### src/sv/tsl_pkg.sv
// ----------------------------------------------------------------------------
// tsl_pkg: shared types and constants for the transpose search list
// Request and response payloads, cell control, scan wave and controller states.
// ----------------------------------------------------------------------------
package tsl_pkg;

  localparam int KEY_FIELD_BITS = 32;
  localparam int VALUE_BITS     = 64;
  localparam int POS_BITS       = 4;

  // operation codes carried in the func field
  localparam logic FUNC_INSERT = 1'b0;
  localparam logic FUNC_SEARCH = 1'b1;

  typedef struct packed {
    logic                      func;
    logic [KEY_FIELD_BITS-1:0] lookup_key;
    logic [VALUE_BITS-1:0]     record_value;
  } req_t;

  typedef struct packed {
    logic                  hit;
    logic [POS_BITS-1:0]   position;
    logic [VALUE_BITS-1:0] found_value;
    logic                  dropped;
  } rsp_t;

  // per-cycle command broadcast to every cell
  typedef struct packed {
    logic shift;  // insert: every cell takes its front neighbor's entry
    logic scan;   // search: advance the match wave by one cell
    logic swap;   // search: first matching cell trades places with its front neighbor
  } cell_ctl_t;

  // search result travelling down the chain
  typedef struct packed {
    logic                  found;
    logic                  front;  // match sits in cell zero
    logic [POS_BITS-1:0]   pos;    // cell index, low bits only
    logic [VALUE_BITS-1:0] value;
  } wave_t;

  typedef enum logic [1:0] {
    ST_IDLE,
    ST_SCAN,
    ST_SWAP,
    ST_DONE
  } state_t;

endpackage

### src/sv/transpose_search_list.sv
// ----------------------------------------------------------------------------
// transpose_search_list: self-organizing key/record table, transpose rule
// A chain of entry cells with a small controller and a registered response.
// ----------------------------------------------------------------------------
// Usage
//   req channel (req_valid/req_ready/req) carries one operation per
//   transaction: func selects insert at the front or search with transpose.
//   rsp channel (rsp_valid/rsp_ready/rsp) returns exactly one response per
//   request, in request order.
// Timing
//   Insert: shifts the whole chain in the accept cycle; the response is
//   registered from ST_DONE, which waits while an older response stalls.
//   Search: the match wave moves one cell per cycle down the chain; a
//   search goes through key latch, the scan along the whole chain, swap
//   and response load.
//   One request is in flight at a time; req_ready is high only when idle.
// Reset
//   rst clears the entry count and the controller; table contents are not
//   cleared, unoccupied cells are never matched.
// Stall
//   A response waiting on rsp_ready holds; the next request can still be
//   accepted and worked on, and its response waits until the slot frees.
// ----------------------------------------------------------------------------
module transpose_search_list #(
  parameter int TABLE_DEPTH = 16,
  parameter int KEY_BITS    = 32
) (
  input  logic          clk,
  input  logic          rst,
  input  logic          req_valid,
  output logic          req_ready,
  input  tsl_pkg::req_t req,
  output logic          rsp_valid,
  input  logic          rsp_ready,
  output tsl_pkg::rsp_t rsp
);

  localparam int CNT_BITS  = $clog2(TABLE_DEPTH + 1);
  localparam int SCAN_BITS = $clog2(TABLE_DEPTH);

  tsl_pkg::state_t    state, state_next;
  tsl_pkg::cell_ctl_t ctl;

  logic [CNT_BITS-1:0]  count, count_next;
  logic [SCAN_BITS-1:0] scan_cnt, scan_cnt_next;
  logic [KEY_BITS-1:0]  search_key;
  tsl_pkg::rsp_t        pend, pend_next;
  logic                 load_rsp;
  logic                 req_fire;

  logic [KEY_BITS-1:0]            cell_key   [TABLE_DEPTH];
  logic [tsl_pkg::VALUE_BITS-1:0] cell_val   [TABLE_DEPTH];
  logic                           cell_first [TABLE_DEPTH];
  tsl_pkg::wave_t                 cell_wave  [TABLE_DEPTH];
  tsl_pkg::wave_t                 tail;

  assign req_ready = (state == tsl_pkg::ST_IDLE);
  assign req_fire  = req_valid && req_ready;
  assign tail      = cell_wave[TABLE_DEPTH-1];

  // cell chain
  for (genvar i = 0; i < TABLE_DEPTH; i++) begin : g_cell
    logic [KEY_BITS-1:0]            p_key;
    logic [tsl_pkg::VALUE_BITS-1:0] p_val;
    logic [KEY_BITS-1:0]            n_key;
    logic [tsl_pkg::VALUE_BITS-1:0] n_val;
    logic                           n_first;
    tsl_pkg::wave_t                 w_in;
    logic                           occ;

    if (i == 0) begin : g_head
      assign p_key = KEY_BITS'(req.lookup_key);
      assign p_val = req.record_value;
      assign w_in  = '0;
    end else begin : g_body
      assign p_key = cell_key[i-1];
      assign p_val = cell_val[i-1];
      assign w_in  = cell_wave[i-1];
    end

    if (i == TABLE_DEPTH - 1) begin : g_tail
      assign n_key   = '0;
      assign n_val   = '0;
      assign n_first = 1'b0;
    end else begin : g_link
      assign n_key   = cell_key[i+1];
      assign n_val   = cell_val[i+1];
      assign n_first = cell_first[i+1];
    end

    assign occ = (count > CNT_BITS'(i));

    tsl_cell #(
      .IDX      (i),
      .KEY_BITS (KEY_BITS)
    ) u_cell (
      .clk        (clk),
      .ctl        (ctl),
      .occupied   (occ),
      .search_key (search_key),
      .prev_key   (p_key),
      .prev_val   (p_val),
      .next_key   (n_key),
      .next_val   (n_val),
      .next_first (n_first),
      .wave_in    (w_in),
      .wave_out   (cell_wave[i]),
      .key        (cell_key[i]),
      .val        (cell_val[i]),
      .first      (cell_first[i])
    );
  end

  // controller: next state, cell commands and pending response
  always_comb begin
    state_next    = state;
    count_next    = count;
    scan_cnt_next = scan_cnt;
    pend_next     = pend;
    ctl           = '0;
    load_rsp      = 1'b0;
    unique case (state)
      tsl_pkg::ST_IDLE: begin
        scan_cnt_next = '0;
        if (req_fire) begin
          if (req.func == tsl_pkg::FUNC_INSERT) begin
            ctl.shift         = 1'b1;
            pend_next         = '0;
            pend_next.dropped = (count == CNT_BITS'(TABLE_DEPTH));
            if (count != CNT_BITS'(TABLE_DEPTH)) begin
              count_next = count + 1'b1;
            end
            state_next = tsl_pkg::ST_DONE;
          end else begin
            state_next = tsl_pkg::ST_SCAN;
          end
        end
      end
      tsl_pkg::ST_SCAN: begin
        ctl.scan      = 1'b1;
        scan_cnt_next = scan_cnt + 1'b1;
        if (scan_cnt == SCAN_BITS'(TABLE_DEPTH - 1)) begin
          state_next = tsl_pkg::ST_SWAP;
        end
      end
      tsl_pkg::ST_SWAP: begin
        ctl.swap  = 1'b1;
        pend_next = '0;
        if (tail.found) begin
          pend_next.hit         = 1'b1;
          pend_next.found_value = tail.value;
          pend_next.position    = tail.front ? tail.pos : tail.pos - 1'b1;
        end
        state_next = tsl_pkg::ST_DONE;
      end
      tsl_pkg::ST_DONE: begin
        if (!rsp_valid || rsp_ready) begin
          load_rsp   = 1'b1;
          state_next = tsl_pkg::ST_IDLE;
        end
      end
      default: state_next = tsl_pkg::ST_IDLE;
    endcase
  end

  // control registers
  always_ff @(posedge clk) begin
    if (rst) begin
      state     <= tsl_pkg::ST_IDLE;
      count     <= '0;
      scan_cnt  <= '0;
      rsp_valid <= 1'b0;
    end else begin
      state    <= state_next;
      count    <= count_next;
      scan_cnt <= scan_cnt_next;
      if (load_rsp) begin
        rsp_valid <= 1'b1;
      end else if (rsp_ready) begin
        rsp_valid <= 1'b0;
      end
    end
  end

  // payload registers
  always_ff @(posedge clk) begin
    pend <= pend_next;
    if (req_fire) begin
      search_key <= KEY_BITS'(req.lookup_key);
    end
    if (load_rsp) begin
      rsp <= pend;
    end
  end

endmodule

### src/sv/tsl_cell.sv
// ----------------------------------------------------------------------------
// tsl_cell: one table entry of the transpose search list
// Holds a key and record, shifts back on insert, forwards the match wave on
// search and takes part in the transpose swap.
// ----------------------------------------------------------------------------
module tsl_cell #(
  parameter int IDX      = 0,
  parameter int KEY_BITS = 32
) (
  input  logic                           clk,
  input  tsl_pkg::cell_ctl_t             ctl,
  input  logic                           occupied,
  input  logic [KEY_BITS-1:0]            search_key,
  // entry of the cell in front (new item for cell zero)
  input  logic [KEY_BITS-1:0]            prev_key,
  input  logic [tsl_pkg::VALUE_BITS-1:0] prev_val,
  // entry of the cell behind
  input  logic [KEY_BITS-1:0]            next_key,
  input  logic [tsl_pkg::VALUE_BITS-1:0] next_val,
  input  logic                           next_first,
  input  tsl_pkg::wave_t                 wave_in,
  output tsl_pkg::wave_t                 wave_out,
  output logic [KEY_BITS-1:0]            key,
  output logic [tsl_pkg::VALUE_BITS-1:0] val,
  output logic                           first
);

  localparam logic IS_FRONT = (IDX == 0);

  logic           hit_here;
  tsl_pkg::wave_t wave_next;

  // first match along the chain claims the wave
  always_comb begin
    hit_here  = occupied && (key == search_key) && !wave_in.found;
    wave_next = wave_in;
    if (hit_here) begin
      wave_next.found = 1'b1;
      wave_next.front = IS_FRONT;
      wave_next.pos   = tsl_pkg::POS_BITS'(IDX);
      wave_next.value = val;
    end
  end

  // entry storage: shift back, or swap with a neighbor
  always_ff @(posedge clk) begin
    if (ctl.shift) begin
      key <= prev_key;
      val <= prev_val;
    end else if (ctl.swap && next_first) begin
      key <= next_key;
      val <= next_val;
    end else if (ctl.swap && first && !IS_FRONT) begin
      key <= prev_key;
      val <= prev_val;
    end
  end

  // wave stage and first-match flag
  always_ff @(posedge clk) begin
    if (ctl.scan) begin
      wave_out <= wave_next;
      first    <= hit_here;
    end
  end

endmodule

### config.mk
export PLATFORM = sky130hd
export DESIGN_NAME = transpose_search_list
export DESIGN_NICKNAME = d
export VERILOG_FILES = /design/src/sv/tsl_pkg.sv /design/src/sv/transpose_search_list.sv /design/src/sv/tsl_cell.sv
export SDC_FILE = /design/constraint.sdc
export NUM_CORES = 2
export LEC_CHECK = 0
export BUFFER_PORTS_ARGS = -buffer_cell sky130_fd_sc_hd__buf_2
export CORE_ASPECT_RATIO = 0.9
export CORE_MARGIN = 5
export CORE_UTILIZATION = 46
export DETAILED_ROUTE_END_ITERATION = 6
export PLACE_DENSITY = 0.59
export SLEW_MARGIN = 20
export SYNTH_ARGS = -nofsm -noshare
export SYNTH_HDL_FRONTEND = slang
export SYNTH_SLANG_ARGS = --single-unit
### constraint.sdc
create_clock -name clk -period 68.6 [get_ports clk]
set_clock_uncertainty 0.05 [all_clocks]
set_input_delay 17.15 -clock clk [delete_from_list [all_inputs] [get_ports clk]]
set_output_delay 17.15 -clock clk [all_outputs]
set_load 0.01 [all_outputs]
Word level (Yosys, flattened, before mapping) --
Index checks and enable logic that the tools add are counted.
Cells by class: reduce and logical (&&, ||, !) cells 87, $add $sub $neg 3, mux-type cells 128, equal/unequal tests 26, order comparisons 16, bitwise gates (word level) 1
Operator list (number):
- $mux 64 | 61
- $mux 32 | 46
- $eq 32x32->1 | 16
- $mux 70 | 3
- $pmux 70 s2 | 1
- $mux 69 | 1
- $logic_and 1x1->1 | 47
- $reduce_bool 3->1 | 14
- $gt 5x4->1 const B | 8
- $gt 5x3->1 const B | 4
- $logic_not 1->1 | 16
- $gt 5x1->1 const B | 2
- $gt 5x2->1 const B | 2
- $reduce_bool 2->1 | 5
- $mux 1 | 9
- $mux 2 | 4
- $pmux 2 s4 | 1
- $pmux 4 s2 | 1
- $ne 2x2->1 const B | 3
- $reduce_and 3->1 | 2
- $add 5x1->5 const B | 1
- $eq 5x5->1 const B | 1
- $ne 5x5->1 const B | 1
- $add 4x1->4 const B | 1
- other kinds (10) | 11
Storage, ports and cells: logic and storage cells 385, input port bits 101, register bits after elaboration 2855, output and inout bits 72

Logic depth before layout (Yosys ltp) --
word-level depth 6, mapped depth 9, mapped depth without buffers 7

Modules after synthesis --
From an unflattened synthesis, not the netlist that was laid out.
Unflattened totals: cell total of the unflattened synthesis 6819, area total of the unflattened synthesis 128812.3 um^2
Modules (own cells, without submodules):
- tsl_cell at g_cell[10].u_cell ... | area an instance 7636.1 um^2, sequential area each 5014.8 um^2, times used 15, cells each 402
- tsl_cell at g_cell[0].u_cell | area an instance 7639.8 um^2, sequential area each 5014.8 um^2, times used 1, cells each 405
- transpose_search_list | area an instance 6631.4 um^2, sequential area each 5405.2 um^2, times used 1, cells each 384

Least setup slack after synthesis --
No wires, ideal clock.
kind register to register, start reg state[0], end reg g_cell[0].u_cell.wave_out[0] (netlist bit) (enable), slack 41060 ps, cell stages (with the launch flop) 2, data arrival time 25844 ps, period minus slack after synthesis 27540 ps, setup time 1647 ps, buffers on the path 0, data required time 66903 ps, path through dfxtp_1 > ha_1
On the way: word-level cells in the longest chain between the ends 2
Ends and longest elaborated chain:
- start, declared | line transpose_search_list.sv:41 | tsl_pkg::state_t state, state_next;
- start signal, assigned | line transpose_search_list.sv:169 | state <= tsl_pkg::ST_IDLE;
- start signal, assigned | line transpose_search_list.sv:174 | state <= state_next;
- $eq 2x1->1 | line transpose_search_list.sv:122 | unique case (state)
- $mux 1 | line transpose_search_list.sv:122
- end signal, assigned | line tsl_cell.sv:62 | wave_out <= wave_next;
- end, declared | line tsl_cell.sv:22 | output tsl_pkg::wave_t wave_out,
No other way between the ends. A chain may end at the register's enable or synchronous reset.

Worst setup path in the final report --
start in req_valid, end reg g_cell[0].u_cell.val[37] (netlist bit) (data pin)
On the way: word-level cells in the longest chain between the ends 4
Ends and longest elaborated chain:
- start, declared | line transpose_search_list.sv:30 | input logic req_valid,
- $logic_and 1x1->1 | line transpose_search_list.sv:58 | assign req_fire = req_valid && req_ready;
- $mux 1 | line transpose_search_list.sv:125 | if (req_fire) begin
- $mux 1 | line transpose_search_list.sv:122
- $mux 64 | line tsl_cell.sv:47 | if (ctl.shift) begin
- end signal, assigned | line tsl_cell.sv:49 | val <= prev_val;
- end signal, assigned | line tsl_cell.sv:52 | val <= next_val;
- end signal, assigned | line tsl_cell.sv:55 | val <= prev_val;
- end, declared | line tsl_cell.sv:24 | output logic [tsl_pkg::VALUE_BITS-1:0] val,
No other way between the ends.

==> results.cfg <==
[outcome]
status = finished clean

[yosys]
synth_fa_ha_area_share_pct = 0.123
synth_ff_type = edfxtp_1
synth_nets = 6832
synthArstFlopShare_pct = 0
synth_cell_types = 49
ys_seq_elements = 2839
synth_top_area_share_pct = 69.5
syn_avg_cell_area_um2 = 18.2
synth.mux.area_fraction_pct = 22.1
yosys.area.top_type = edfxtp_1
synthTopCellsByArea = edfxtp_1 (69%), mux2_2 (22%), xor2_1 (3.2%)
synth-edff-count = 2827
syn_inst = 6719
yosys.area_share.xor_xnor_pct = 3.71
syn_area_um2 = 122000
synth_top_family_by_area = multiplexers
ys.warnings.count = 0
synth_compound_area_share_pct = 0.228
synth-simple-area-share_pct = 2.60
ys_seq_area_share_pct = 69.7

[timing]
max_slew_margin_pct = 25.3
rsz0062_at_grt = no
period_needed_ns = 19.60
finalSetupViolations = 0
timing.hold.ws_ns = 0.366
hold_viol = 0
fmax_ghz = 0.0510
fin_crit_sh_pct = 28.6
final_max_slew_viol_count = 0
worst_pin_slew_ns = 1.12
finalSetupTns_ns = 0

[pwr]
internal_power_mw = 4.31
p_comb_share_pct = 20.7
power.net_switching_mw = 1.82
finalPower_mw = 6.13
p_sw_share_pct = 29.6
power.leakage_nw = 45.8
p_per_area_nw_per_um2 = 45.0
power_frac_seq_pct = 53.5
power_frac_clock_pct = 25.8
vdd_drop_max_mv = 0.0287

[finish]
fillerInstances = 21500
fin_nets = 7078
area_delta_synth_final_pct = 11.6
final-seq-area_um2 = 85100
multiInputGateArea_um2 = 35500
drive_above_1_share_pct = 43.8

[global_routing]
grt_overflow_total = 0
grt_pass1_vias = 58900
grt_pass1_wl_um = 416000
grt_usage_pct = 19.8
grt_max_degree = 155
antenna_found_initial = 3

[detailed_routing]
wl_met2_um = 99400
viasPerCell = 5.58
drtIter0Drc = 6748
drc = 0
top_layer_used = met5
wl_per_cell_um = 26.2
totalWireLength_um = 281000
wl_met1_um = 155000
final_antenna_net_count = 0
routed-wl-met3_um = 20500
drtPass1Iterations = 5
vias = 59800

[die]
fp-row-count = 179
io_pins = 173
fp.dieH_um = 499
die_area_um2 = 276000
die_w_um = 553
core_area_um2 = 264000
start_util_pct = 46.2

[setup_path]
crit_chain = buf_2 -> nand3b_1 -> buf_4 -> buf_4 -> buf_4 -> mux2_2
path_delay_family = buffers and inverters
crit_required_ns = 69.18
r2r.worst_path.cells = 7
rr_endpoint = g_cell[1].u_cell.wave_out[45]
path_depth = 6
crit_path_end_kind = flop
cp_slowest_cell = buf_4
start_kind = primary input
cp_common_cell = buf_4
crit_type = primary input to flop
cp.arrival_ns = 20.18
cpPeakStageDelay_ns = 0.71
rrSetupSlack_ns = 63.15
worst_r2r_startpoint = state[1]
critPathBufInv = 4
worst-path-max-fanout = 53

[clock_tree]
cts.reportedPaths.clkPinSlew_ns = 0.05
post_cts_buffers = 0
cts-htree-levels = 5
cts-buffers-inserted = 317
cts_tree = done
ctsRootBufferMaster = clkbuf_16
cts_resized = 0
insertion_delay_ns = 0.91
clock_sinks = 2839
ctsHoldBuffers = 0
cts_buffer_depth = 4

[placement]
place_hpwl_um = 192000
io_buffers = 172
gp_congestion = 0.893

[hold_path]
hold_depth = 0
worstHoldEndpoint = rsp[65]
hold_class = flop to flop
holdCritStartpoint = pend[65]

[flow_run]
drv_cap = 0
-- metal layers --
layer | vias up | global-route usage, %
met4 | 2 | 4.71
li1 | 26600 | -
met2 | 2307 | 23.0
met5 | - | 0
met1 | 30500 | 36.6
met3 | 422 | 2.84
-- flip-flops by register name (all words and copies together), names as in the netlist --
name                    cells
count                       5
g_cell.u_cell.first        15
g_cell.u_cell.key         512
g_cell.u_cell.val        1024
g_cell.u_cell.wave_out   1104
pend                       70
rsp                        70
rsp_valid                   1
scan_cnt                    4
search_key                 32
state                       2
-- how the worst max path moves through the flow --
| stage | startpoint | to | slack [ns] |
|---|---|---|---|
| finish | req_valid | g_cell[0].u_cell.val[37] | 49.00 |
| floorplan | state[0] | g_cell[0].u_cell.wave_out[0] | 41.06 |
| detailed placement | req_valid | g_cell[0].u_cell.val[37] | 48.10 |
| global placement | req_valid | g_cell[0].u_cell.val[40] | 48.19 |
| global route | req_valid | g_cell[0].u_cell.val[43] | 48.96 |
| CTS | req_valid | g_cell[0].u_cell.val[37] | 49.08 |
-- synthesized netlist by cell type, types with 29 or more instances --
| master | count |
|---|---|
| clkbuf_1 | 72 |
| buf_4 | 38 |
| mux2_2 | 2374 |
| or2_2 | 39 |
| buf_2 | 132 |
| nor4_1 | 117 |
| nand3_1 | 32 |
| nand2_1 | 67 |
| nor2b_1 | 33 |
| and2_1 | 68 |
| and3_1 | 65 |
| xnor2_1 | 73 |
| buf_1 | 85 |
| xor2_1 | 444 |
| nor2_1 | 34 |
| nand4_1 | 29 |
| edfxtp_1 | 2827 |
-- power by group through the flow --
stage	Combinational (mW)	Sequential, mW	Clock [mW]
6_report	1.27	3.28	1.58
5_1_grt	1.38	3.33	1.69
4_1_cts	1.29	3.27	1.62
3_5_place_dp	1.28	3.30	0
3_3_place_gp	1.25	3.28	0
2_1_floorplan	0.951	3.37	0
-- cell usage in the layout, fill, tap and decap left out, types with 38 or more instances in the layout --
| master | synthesis | final |
|---|---|---|
| nand2_1 | 67 | 38 |
| clkbuf_16 | 0 | 325 |
| clkinv_2 | 0 | 51 |
| buf_4 | 38 | 104 |
| xnor2_1 | 73 | 73 |
| and2_1 | 68 | 67 |
| clkbuf_1 | 72 | 69 |
| clkinv_1 | 0 | 72 |
| edfxtp_1 | 2827 | 2827 |
| xor2_1 | 444 | 444 |
| buf_2 | 132 | 172 |
| and3_1 | 65 | 65 |
| mux2_2 | 2374 | 2374 |
| nor4_1 | 117 | 115 |
| or2_2 | 39 | 39 |
-- stage by stage --
step	area, um^2	instances	setup WS (ns)	utilization (%)
finish	136000	10700	49.00	51.6
global route	136000	10700	48.96	51.6
CTS	136000	10700	49.08	51.6
detailed placement	127000	10200	48.10	48.0
floorplan	122000	6719	41.06	-
global placement	127000	10200	48.19	48.0
-- cell type report --
cell class	count	share of cell area, %
Sequential cell	2839	62.4
Multi-Input combinational cell	3514	26.0
Clock buffer	396	6.17
Tap cell	3529	3.24
Timing Repair Buffer	281	1.29
Clock inverter	144	0.781
Inverter	12	0.0330
Antenna cell	1	0.00184
-- cell families after synthesis --
family | after synthesis
buf+inv | 366
fa+ha+maj | 12
xor+xnor | 517
flops | 2839
compound gates | 47
mux | 2402
simple gates | 536
(Power assumes the default switching activity.)
